$ cat src/design/etc_pkg.sv
// ----------------------------------------------------------------------------
// etc_pkg - shared types and constants for the epoch-to-calendar core
// Reciprocal constants for the constant divisions, stage payload types and
// the month-start table of the March-based year.
// ----------------------------------------------------------------------------
package etc_pkg;

    // time of day plus whole days since 1970-01-01
    typedef struct packed {
        logic [5:0]  sec;
        logic [5:0]  min;
        logic [4:0]  hour;
        logic [15:0] days;
    } tod_t;

    // full calendar result
    typedef struct packed {
        logic [11:0] year;
        logic [3:0]  month;
        logic [4:0]  day;
        logic [2:0]  weekday;
        logic [4:0]  hour;
        logic [5:0]  min;
        logic [5:0]  sec;
    } cal_t;

    // x / 60 = (x * RECIP_60) >> SH_60, exact for any 32-bit x
    localparam logic [31:0] RECIP_60   = 32'h8888_8889;
    localparam int          SH_60      = 37;
    // x / 3, exact for x below 2^19
    localparam logic [17:0] RECIP_3    = 18'd174763;
    localparam int          SH_3       = 19;
    // x / 7, exact for x below 349525
    localparam logic [17:0] RECIP_7    = 18'd149797;
    localparam int          SH_7       = 20;
    // x / 1461, exact for x below 94519
    localparam logic [15:0] RECIP_1461 = 16'd45934;
    localparam int          SH_1461    = 26;
    // x / 365, exact for x below 15196
    localparam logic [11:0] RECIP_365  = 12'd2873;
    localparam int          SH_365     = 20;
    // x / 153, exact for x below 12192
    localparam logic [12:0] RECIP_153  = 13'd6854;
    localparam int          SH_153     = 20;

    // days from 1968-03-01 to 1970-01-01
    localparam logic [16:0] DAY_OFFSET  = 17'd671;
    // shifted day index of 2100-03-01; 2100 has no 29 February
    localparam logic [16:0] CENTURY_GAP = 17'd48212;
    localparam logic [11:0] BASE_YEAR   = 12'd1968;

    // first day of each month of a year that starts on 1 March
    function automatic logic [8:0] month_start(input logic [3:0] mp);
        logic [8:0] s;
        case (mp)
            4'd0:    s = 9'd0;
            4'd1:    s = 9'd31;
            4'd2:    s = 9'd61;
            4'd3:    s = 9'd92;
            4'd4:    s = 9'd122;
            4'd5:    s = 9'd153;
            4'd6:    s = 9'd184;
            4'd7:    s = 9'd214;
            4'd8:    s = 9'd245;
            4'd9:    s = 9'd275;
            4'd10:   s = 9'd306;
            4'd11:   s = 9'd337;
            default: s = 9'd0;
        endcase
        return s;
    endfunction

endpackage

$ cat src/design/epoch_seconds_to_calendar_core.sv
// ----------------------------------------------------------------------------
// epoch_seconds_to_calendar_core - seconds since 1970 to Gregorian date/time
// Ten-stage pipeline: time of day, then weekday, year, month and day.
// ----------------------------------------------------------------------------
// channel | dir | tdata fields (lowest bit up)
// s_      | in  | epoch_seconds[31:0]
// m_      | out | sec, min, hour, weekday, day, month, year, zero fill
//
// One beat per cycle sustained while m_tready stays high; m_tvalid rises
// once the s_ beat has passed four time-of-day and six date stages.
// Each stage holds its own valid bit, so a stall on m_ fills empty stages
// before s_tready drops; nothing is lost or repeated.
// aresetn clears all valid bits; data registers are not reset.
// ----------------------------------------------------------------------------
module epoch_seconds_to_calendar_core (
    input  logic        aclk,
    input  logic        aresetn,
    input  logic        s_tvalid,
    output logic        s_tready,
    input  logic [31:0] s_tdata,   // [31:0] epoch_seconds
    output logic        m_tvalid,
    input  logic        m_tready,
    output logic [47:0] m_tdata    // [5:0] sec_of_minute, [11:6] min_of_hour,
                                   // [16:12] hour_of_day, [19:17] weekday,
                                   // [24:20] day_of_month, [28:25] month_number,
                                   // [40:29] year_number, [47:41] zero
);

    logic          tod_valid;
    logic          tod_ready;
    etc_pkg::tod_t tod;
    etc_pkg::cal_t cal;

    etc_tod u_tod (
        .aclk      (aclk),
        .aresetn   (aresetn),
        .in_valid  (s_tvalid),
        .in_ready  (s_tready),
        .in_secs   (s_tdata),
        .out_valid (tod_valid),
        .out_ready (tod_ready),
        .out_tod   (tod)
    );

    etc_date u_date (
        .aclk      (aclk),
        .aresetn   (aresetn),
        .in_valid  (tod_valid),
        .in_ready  (tod_ready),
        .in_tod    (tod),
        .out_valid (m_tvalid),
        .out_ready (m_tready),
        .out_cal   (cal)
    );

    // pack result beat
    assign m_tdata = {7'd0, cal.year, cal.month, cal.day, cal.weekday,
                      cal.hour, cal.min, cal.sec};

endmodule

$ cat src/design/etc_tod.sv
// ----------------------------------------------------------------------------
// etc_tod - time-of-day pipeline
// Four stages split the seconds count into second, minute, hour and days
// by reciprocal multiplication; every stage but the last forms one product.
// ----------------------------------------------------------------------------
module etc_tod (
    input  logic                aclk,
    input  logic                aresetn,
    input  logic                in_valid,
    output logic                in_ready,
    input  logic [31:0]         in_secs,
    output logic                out_valid,
    input  logic                out_ready,
    output etc_pkg::tod_t       out_tod
);

    localparam int NST = 4;

    logic [NST-1:0] v_reg;
    logic [NST-1:0] en;

    // stage registers
    logic [31:0] t1_reg;
    logic [63:0] p1_reg;
    logic [26:0] q1_reg;
    logic [5:0]  sec2_reg;
    logic [58:0] p2_reg;
    logic [20:0] q2_reg;
    logic [5:0]  sec3_reg;
    logic [5:0]  min3_reg;
    logic [35:0] p3_reg;
    etc_pkg::tod_t tod4_reg;

    logic [26:0] q1;
    logic [31:0] rem1;
    logic [20:0] q2;
    logic [26:0] rem2;
    logic [15:0] dq;
    logic [20:0] rem3;

    // a stage loads when it is empty or its successor is loading
    always_comb begin
        en[NST-1] = !v_reg[NST-1] || out_ready;
        for (int i = NST - 2; i >= 0; i--) begin
            en[i] = !v_reg[i] || en[i+1];
        end
    end

    assign in_ready  = en[0];
    assign out_valid = v_reg[NST-1];
    assign out_tod   = tod4_reg;

    always_ff @(posedge aclk) begin
        if (!aresetn) begin
            v_reg <= '0;
        end else begin
            if (en[0]) v_reg[0] <= in_valid;
            for (int i = 1; i < NST; i++) begin
                if (en[i]) v_reg[i] <= v_reg[i-1];
            end
        end
    end

    // quotient / remainder arithmetic
    always_comb begin
        q1   = p1_reg[63:etc_pkg::SH_60];
        rem1 = t1_reg - 32'(q1) * 32'd60;
        q2   = p2_reg[57:etc_pkg::SH_60];
        rem2 = q1_reg - 27'(q2) * 27'd60;
        dq   = p3_reg[34:etc_pkg::SH_3];
        rem3 = q2_reg - 21'(dq) * 21'd24;
    end

    // payload, no reset
    always_ff @(posedge aclk) begin
        if (en[0]) begin
            t1_reg <= in_secs;
            p1_reg <= 64'(in_secs) * 64'(etc_pkg::RECIP_60);
        end
        if (en[1]) begin
            q1_reg   <= q1;
            sec2_reg <= rem1[5:0];
            p2_reg   <= 59'(q1) * 59'(etc_pkg::RECIP_60);
        end
        if (en[2]) begin
            q2_reg   <= q2;
            sec3_reg <= sec2_reg;
            min3_reg <= rem2[5:0];
            p3_reg   <= 36'(q2[20:3]) * 36'(etc_pkg::RECIP_3);
        end
        if (en[3]) begin
            tod4_reg.sec  <= sec3_reg;
            tod4_reg.min  <= min3_reg;
            tod4_reg.hour <= rem3[4:0];
            tod4_reg.days <= dq;
        end
    end

endmodule

$ cat src/design/etc_date.sv
// ----------------------------------------------------------------------------
// etc_date - calendar date pipeline
// Six stages turn the day count into weekday, day, month and year using
// four-year cycles counted from 1968-03-01, with 2100 fixed up.
// ----------------------------------------------------------------------------
module etc_date (
    input  logic                aclk,
    input  logic                aresetn,
    input  logic                in_valid,
    output logic                in_ready,
    input  etc_pkg::tod_t       in_tod,
    output logic                out_valid,
    input  logic                out_ready,
    output etc_pkg::cal_t       out_cal
);

    localparam int NST = 6;

    logic [NST-1:0] v_reg;
    logic [NST-1:0] en;

    etc_pkg::tod_t tod1_reg, tod2_reg, tod3_reg, tod4_reg, tod5_reg;
    logic [15:0] z1_reg, z2_reg;
    logic [34:0] p4_reg;
    logic [31:0] p5_reg;
    logic [2:0]  dow2_reg, dow3_reg, dow4_reg, dow5_reg;
    logic [5:0]  c2_reg, c3_reg, c4_reg, c5_reg;
    logic [10:0] r3_reg;
    logic [22:0] p6_reg;
    logic [1:0]  yoe4_reg, yoe5_reg;
    logic [8:0]  doy4_reg, doy5_reg;
    logic [23:0] p7_reg;
    etc_pkg::cal_t cal_reg;

    logic [16:0] z0, zs;
    logic [16:0] d3;
    logic [12:0] wq;
    logic [16:0] wrem;
    logic [15:0] rr;
    logic [2:0]  yq;
    logic [1:0]  yoe;
    logic [10:0] doy_w;
    logic [10:0] mnum;
    logic [3:0]  mp;
    logic [8:0]  dom;
    logic [3:0]  mon;
    logic [11:0] yr;

    // a stage loads when it is empty or its successor is loading
    always_comb begin
        en[NST-1] = !v_reg[NST-1] || out_ready;
        for (int i = NST - 2; i >= 0; i--) begin
            en[i] = !v_reg[i] || en[i+1];
        end
    end

    assign in_ready  = en[0];
    assign out_valid = v_reg[NST-1];
    assign out_cal   = cal_reg;

    always_ff @(posedge aclk) begin
        if (!aresetn) begin
            v_reg <= '0;
        end else begin
            if (en[0]) v_reg[0] <= in_valid;
            for (int i = 1; i < NST; i++) begin
                if (en[i]) v_reg[i] <= v_reg[i-1];
            end
        end
    end

    always_comb begin
        // shift to a March-based day index, skipping 29 February 2100
        z0 = 17'(in_tod.days) + etc_pkg::DAY_OFFSET;
        zs = (z0 >= etc_pkg::CENTURY_GAP) ? z0 + 17'd1 : z0;
        d3 = 17'(in_tod.days) + 17'd3;
        // weekday: 1970-01-01 was a Thursday
        wq   = p4_reg[32:etc_pkg::SH_7];
        wrem = 17'(tod1_reg.days) + 17'd3 - 17'(wq) * 17'd7;
        // day within the four-year cycle
        rr = z2_reg - 16'(c2_reg) * 16'd1461;
        // year within the cycle, last day of a cycle capped at three
        yq    = p6_reg[22:etc_pkg::SH_365];
        yoe   = (yq > 3'd3) ? 2'd3 : yq[1:0];
        doy_w = r3_reg - 11'(yoe) * 11'd365;
        mnum  = 11'(doy4_reg) * 11'd5 + 11'd2;
        // month, day and year
        mp  = p7_reg[23:etc_pkg::SH_153];
        dom = doy5_reg - etc_pkg::month_start(mp) + 9'd1;
        mon = (mp < 4'd10) ? mp + 4'd3 : mp - 4'd9;
        yr  = etc_pkg::BASE_YEAR + {4'd0, c5_reg, 2'b00} + 12'(yoe5_reg)
              + ((mon <= 4'd2) ? 12'd1 : 12'd0);
    end

    // payload, no reset
    always_ff @(posedge aclk) begin
        if (en[0]) begin
            tod1_reg <= in_tod;
            z1_reg   <= zs[15:0];
            p4_reg   <= 35'(d3) * 35'(etc_pkg::RECIP_7);
            p5_reg   <= 32'(zs[15:0]) * 32'(etc_pkg::RECIP_1461);
        end
        if (en[1]) begin
            tod2_reg <= tod1_reg;
            dow2_reg <= wrem[2:0] + 3'd1;
            z2_reg   <= z1_reg;
            c2_reg   <= p5_reg[31:etc_pkg::SH_1461];
        end
        if (en[2]) begin
            tod3_reg <= tod2_reg;
            dow3_reg <= dow2_reg;
            c3_reg   <= c2_reg;
            r3_reg   <= rr[10:0];
            p6_reg   <= 23'(rr[10:0]) * 23'(etc_pkg::RECIP_365);
        end
        if (en[3]) begin
            tod4_reg <= tod3_reg;
            dow4_reg <= dow3_reg;
            c4_reg   <= c3_reg;
            yoe4_reg <= yoe;
            doy4_reg <= doy_w[8:0];
        end
        if (en[4]) begin
            tod5_reg <= tod4_reg;
            dow5_reg <= dow4_reg;
            c5_reg   <= c4_reg;
            yoe5_reg <= yoe4_reg;
            doy5_reg <= doy4_reg;
            p7_reg   <= 24'(mnum) * 24'(etc_pkg::RECIP_153);
        end
        if (en[5]) begin
            cal_reg.sec     <= tod5_reg.sec;
            cal_reg.min     <= tod5_reg.min;
            cal_reg.hour    <= tod5_reg.hour;
            cal_reg.weekday <= dow5_reg;
            cal_reg.day     <= dom[4:0];
            cal_reg.month   <= mon;
            cal_reg.year    <= yr;
        end
    end

endmodule

$ cat config.mk
export PLATFORM = sky130hd
export DESIGN_NAME = epoch_seconds_to_calendar_core
export DESIGN_NICKNAME = d
export VERILOG_FILES = /design/src/design/etc_pkg.sv /design/src/design/epoch_seconds_to_calendar_core.sv /design/src/design/etc_tod.sv /design/src/design/etc_date.sv
export SDC_FILE = /design/constraint.sdc
export NUM_CORES = 2
export LEC_CHECK = 0
export BUFFER_PORTS_ARGS = -buffer_cell sky130_fd_sc_hd__buf_4
export CAP_MARGIN = 20
export CORE_MARGIN = 2
export CORE_UTILIZATION = 65
export CTS_CLUSTER_SIZE = 14
export DETAILED_ROUTE_END_ITERATION = 7
export PLACE_DENSITY_LB_ADDON = 0.15
export REMOVE_ABC_BUFFERS = 1
export SLEW_MARGIN = 20
export SYNTH_ARGS = -nofsm -noshare
export SYNTH_HDL_FRONTEND = slang
export SYNTH_HIERARCHICAL = 1
export SYNTH_SLANG_ARGS = --single-unit
export TNS_END_PERCENT = 100
$ cat constraint.sdc
create_clock -name aclk -period 23 [get_ports aclk]
set_input_delay 1.15 -clock aclk [delete_from_list [all_inputs] [get_ports aclk]]
set_output_delay 1.15 -clock aclk [all_outputs]
set_load 0.05 [all_outputs]
* Word level (Yosys, flattened, before mapping)
Memories as Yosys holds them, arrays and structs flattened. A register that Yosys moved wholly into a read port is not among the register bits.
Cells that the tools add are included.
** Storage, ports and cells
- Flip-flop bits (word level) :: 559
- Memories kept :: 1
- ROM bits :: 144
- Word-level logic and storage cells :: 128
- Output and inout bits :: 50
- Input bits :: 36
** Memories
- (name not given) :: words 16, bits a word 9, rd ports 1, clocked after Yosys merged registers in 1, write ports 0, line etc_pkg.sv:55 : case (mp)
** Cells by class
- Add/subtract/negate cells :: 19
- Multiply operators :: 14
- Mux-type cells :: 5
- Reduce and logical (&&, ||, !) cells :: 20
- Order comparisons :: 4
** Operators by type and width (number)
- $mul 32x32->64 const B :: 1
- $mul 27x32->58 const B :: 1
- $mul 11x12->23 const B :: 2
- $mul 18x18->35 const B :: 1
- $mul 17x18->33 const B :: 1
- $mul 16x15->31 const B :: 1
- $mul 27x4->4 const B :: 1
- $mul 21x4->4 const B :: 1
- $add 16x10->17 const B :: 1
- $add 16x2->17 const B :: 1
- $ge 17x16->1 const B :: 1
- $add 16x1->16 const B :: 1
- $mul 16x2->2 const B :: 1
- $mux 16 :: 1
- $mul 13x3->3 const B :: 1
- $add 11x8->12 const A :: 1
- $add 12x12->12 :: 1
- $add 12x2->12 :: 1
- $sub 6x6->6 :: 2
- $add 11x2->11 const B :: 1
- $mul 6x11->11 const B :: 1
- $mul 9x3->11 const B :: 1
- $sub 11x11->11 :: 1
- $logic_not 1->1 :: 10
- other kinds (16) :: 27

* Logic depth before layout (Yosys ltp)
- Word-level depth :: 11
- Gate-level depth with buffers :: 35

* Modules after synthesis
The synthesis kept the hierarchy.
** By module, submodules not included
- etc_tod :: area an instance 26086.3 um2, cells each 2475, times used 1
- etc_date :: area an instance 22313.9 um2, cells each 1905, times used 1
- epoch_seconds_to_calendar_core :: area an instance 56.3 um2, cells each 8, times used 1

* Least setup slack after synthesis
No wires, ideal clock.
- Kind :: reg-to-reg
- Start :: reg u_tod.tod4_reg (netlist bit u_tod/out_tod[0])
- End :: reg u_date.p5_reg[31], data pin
- Path buffers :: 2
- Cell stages (with the launch flop) :: 35
- Data arrival time :: 8.594 ns
- Setup slack :: 14.146 ns
- Data required time :: 22.740 ns
- Cells stage by stage :: edfxtp_1 -> clkbuf_1 -> inv_1 -> ha_1 -> nor4b_4 -> o21ai_1 -> o2bb2ai_4 -> o211ai_2 -> nor3_4 -> nor2_4 -> or4b_4 -> or3b_1 -> buf_2 -> o31ai_1 -> fa_1 -> inv_1 -> fa_1 -> inv_1 -> fa_1 -> inv_1 -> fa_1 -> fa_1 -> inv_1 -> fa_1 -> inv_1 -> ha_1 -> a21o_1 -> a21o_1 -> a21oi_1 -> o32ai_1 -> o22ai_1 -> o211a_1 -> o2bb2ai_1 -> o21ba_2 -> xnor2_1
** Between the ends
- Longest elaborated chain between the ends :: 4
- Elaborated cells on any way between the ends :: 5
- Those cells by class :: add/sub: 2; mul: 1; order compare: 1; mux: 1
** Ends and longest elaborated chain
- start: declaration :: line etc_tod.sv:32 : etc_pkg::tod_t tod4_reg;
- $add 16x10->17 * :: line etc_date.sv:74 : z0 = 17'(in_tod.days) + etc_pkg::DAY_OFFSET;
- $add 16x1->16 / $ge 17x16->1 (equally long branches) :: line etc_date.sv:75 : zs = (z0 >= etc_pkg::CENTURY_GAP) ? z0 + 17'd1 : z0;
- $mux 16 * :: line etc_date.sv:75
- $mul 16x15->31 * :: line etc_date.sv:101 : p5_reg <= 32'(zs[15:0]) * 32'(etc_pkg::RECIP_1461);
- end signal: assignment :: line etc_date.sv:101
- end: declaration :: line etc_date.sv:25 : logic [31:0] p5_reg;
Mark *: on every way between the ends. The rest lies on a longest branch, timed or not.
A chain may end at the register's enable or synchronous reset.

* Final worst setup path
Ends and elaborated chain as after synthesis.

==> results by stage <==
Cells and area:
- The count of inserted antenna diode cells is 0.
- The final layout net count is 6186.
- The area growth from synthesis to layout is 6.78%.
- The fraction of final layout cells sized beyond drive strength 1 is 4.81%.
- In the final layout, flip-flops and latches occupy 11200 sq um.
- The register with the most flip-flops in the layout has 41 of them.
- The area of the multi-input gates is 32600 sq um.
- The fill cell total of the finished layout is 5527.

Yosys:
- In the synthesized netlist the async set-or-reset flop fraction comes to 0%.
- Sequential elements use 23.1% of the synthesized area.
- The number of enable flip-flop cells after synthesis is 362.
- For this run, the leading register cell type out of synthesis is sky130_fd_sc_hd__edfxtp_1.
- In this run the cell area of the synthesized design comes to 48500 sq um.
- The share of the synthesized netlist area taken by xor and xnor gates is 4.14%.
- The post-synthesis register bit count is 377.
- Measured against the total synthesized area, the mux share comes to 0.108%.
- After Yosys synthesis, full adders, half adders and majority gates account for 51.7% of the synthesized area.
- During synthesis, Yosys emitted a total of 6 warnings.
- The dominant combinational cell family by area after synthesis is adder cells.
- After Yosys synthesis, and, or, nand and nor cells account for 4.44% of the synthesized area.
- The complex-gate fraction of the synthesized area is 6.77%.
- In this run, distinct cell masters in the synthesized netlist total 106.
- A synthesized cell averages 11.0 sq um.
- Counting every instance in the synthesized netlist gives 4388.

Setup path:
- The kind of cell adding the most delay to the critical path is adder cells.
- The largest individual stage delay along the critical path comes from the cell sky130_fd_sc_hd__xnor2_1.
- In this run the worst path has a maximum fanout of 13.
- The data required time at the worst endpoint is 23.32 ns.
- STA classifies the critical path endpoint as a flop.
- Counting both buffers and inverters, the worst setup path holds a total of 5.
- The arrival time of data at the critical path endpoint is 10.24 ns.
- STA classifies the critical path startpoint as a flop.
- The delay of the slowest critical-path stage is 0.63 ns.
- The start-to-end type of the worst setup path is flop to flop.

STA:
- The count of pins over their slew limit is 0.
- The clock period minus worst slack is 9.92 ns.
- Headroom to the max-slew limit came out at 38.2%.
- Of the available clock period, the critical path in the final layout requires 43.1%.
- The slew at the pin with the worst max-slew slack is 0.921 ns.
- Setup violations remaining at the end of the flow were counted as 0.
- Setup total negative slack on the finished layout was measured at 0 ns.
- The worst clock skew is 0.0323 ns.
- The hold violation count in the final report came to 0.
- Setup repair after global routing left no endpoint under its margin.
- The maximum clock frequency is 0.101 GHz.

Die:
- The die is 277 microns tall.
- The floorplan has 100 rows.
- The placeable core region is 74100 sq um.
- The floorplan step defined a die boundary enclosing 76700 sq um.
- The initial utilization of the core area, before any placement, comes to 65.4%.
- The floorplan step set the die width to 277 microns.
- During I/O placement, the number of pins put on the boundary was 86.

Routing:
- The overall routed net length is 96.7 mm.
- Dividing the detail-routed wire length by the instance count gives 17.6 microns.
- The remaining antenna violation count is 0.
- Using the TritonRoute via totals, the vias-per-cell ratio works out to 5.42.
- The first-iteration detailed-routing DRC count is 1457.
- The total via count in the routed design is 29800.
- The number of optimization iterations in the first detailed-route pass is 5.
- The number of remaining DRC errors is 0.

Global routing:
- The wire length of the first global-routing pass is 161 mm.
- For met2 alone, demand over resource in global routing was 45.9%.
- The initial antenna violation count was 0.
- The global-route track usage on met1 is 35.5%.
- The global-route congestion overflow total is 0.
- The maximum number of pins on one net before global-route repair is 42.
- The met3 track demand over resource in global routing is 3.40%.
- The via count of the first global-routing pass is 31800.
- Global routing consumed, over all layers together, 26.5% of the routing resources.
- met2 is the most crowded layer.

Place:
- Routability-driven placement finished with a final weighted congestion of 0.919.
- The count of buffers inserted at the top-level ports is 78.
- The HPWL after detailed placement is 83.2 mm.

Clocking:
- Clock-pin slew was measured on the worst setup and hold paths at 0.06 ns.
- At the later pin of the worst-skew pair, clock insertion delay measures 0.60 ns.
- In this run the number of H-tree levels came out at 2.
- The CTS tree is yes.
- In this run, post-CTS repair resized a total of 0 instances.
- The root buffer cell is sky130_fd_sc_hd__clkbuf_16.
- Post-CTS timing repair inserted 0 buffers for setup.
- The maximum count of clock buffers along a single path is 3.
- Hold repair after CTS inserted 0 buffers.
- The total clock buffers created by CTS is 43.
- The tree built by TritonCTS fans out to 377 sinks.

Run:
- The total of max-cap violations is 0.

Worst hold path:
- In this run the worst hold path is classified as flop to flop.

Outcome:
- The flow ran to the end, and the final reports show no timing, DRC or antenna violations.
-- final timing paths --
check / from / to / slack [ns] / cells past startpoint
worst max-delay path: u_tod/out_tod[0] / u_date/p5_reg[31] / 13.08 / 30
worst min-delay path: u_tod/out_tod[18] / u_date/tod1_reg[18] / 0.39 / 0
worst max register to register: u_tod/out_tod[0] / u_date/p5_reg[31] / 13.08 / 30
worst min register to register: u_tod/out_tod[18] / u_date/tod1_reg[18] / 0.39 / 0
-- stage by stage --
stage	cells	util, %	setup WS, ns	hold slack [ns]	cell area (sq um)
floorplan	4363	-	14.01	0.400	48300
global placement	5424	67.8	13.19	0.400	50200
detailed placement	5424	67.8	13.09	0.405	50200
CTS	5502	69.9	13.07	0.399	51700
global route	5502	69.9	12.37	0.405	51700
finish	5502	69.9	13.08	0.391	51700
-- area by class of cell --
type / instances / area share [%]
clock buffer: 52 / 2.22
clock inverter: 26 / 0.713
inverter: 1219 / 8.84
multi-input combinational: 2767 / 63.0
sequential: 377 / 21.6
tap: 969 / 2.34
timing repair buffer: 92 / 1.33
-- layout by cell type (no fill, tap or decap), types with 24 or more instances in the layout --
cell / count
sky130_fd_sc_hd__o21a_1: 26
sky130_fd_sc_hd__clkbuf_16: 43
sky130_fd_sc_hd__nand3_1: 33
sky130_fd_sc_hd__ha_1: 1063
sky130_fd_sc_hd__o21ai_0: 82
sky130_fd_sc_hd__a21o_1: 79
sky130_fd_sc_hd__xor2_1: 73
sky130_fd_sc_hd__fa_1: 587
sky130_fd_sc_hd__a21oi_1: 141
sky130_fd_sc_hd__edfxtp_1: 362
sky130_fd_sc_hd__buf_4: 92
sky130_fd_sc_hd__nand2_1: 82
sky130_fd_sc_hd__nor2_1: 84
sky130_fd_sc_hd__and3_1: 24
sky130_fd_sc_hd__inv_1: 1217
sky130_fd_sc_hd__nand4_1: 30
sky130_fd_sc_hd__xnor2_1: 154
sky130_fd_sc_hd__nor2b_1: 29
-- cells by family (layout without fill, tap and decap cells) --
| group | count (synthesis) | after routing |
|---|---|---|
| AO/OA/AOI/OAI | 484 | 484 |
| XOR/XNOR | 228 | 228 |
| adder cells (fa/ha/maj) | 1650 | 1650 |
| buffers and inverters | 1250 | 1389 |
| flip-flops | 377 | 377 |
| multiplexers | 5 | 5 |
| other | 1 | 7 |
| AND/OR/NAND/NOR | 393 | 393 |
-- routing by layer --
layer  up-vias  wire [microns]
met5         -               0
met4         0            2330
met3       152            4480
met2       546           47600
met1     14600           42300
li1      14500               -
-- synth_stat cells (all sizes together) (19+ instances only) --
cell / n / area share (%)
a21o: 80 / 1.2
o21ai: 87 / 0.93
a21oi: 144 / 1.5
nand2: 83 / 0.64
nand2b: 20 / 0.27
xor2: 74 / 1.4
nor3: 22 / 0.26
nor2b: 29 / 0.37
a211oi: 19 / 0.30
edfxtp: 362 / 22
inv: 1218 / 9.4
nand3: 35 / 0.39
o21a: 26 / 0.40
fa: 587 / 24
nand4: 31 / 0.41
ha: 1063 / 27
and3: 24 / 0.31
xnor2: 154 / 2.8
nor2: 86 / 0.70
Power is left out: the tool's default activity adds up to more than one toggle a clock period on the data nets, which glitch-free logic cannot reach.
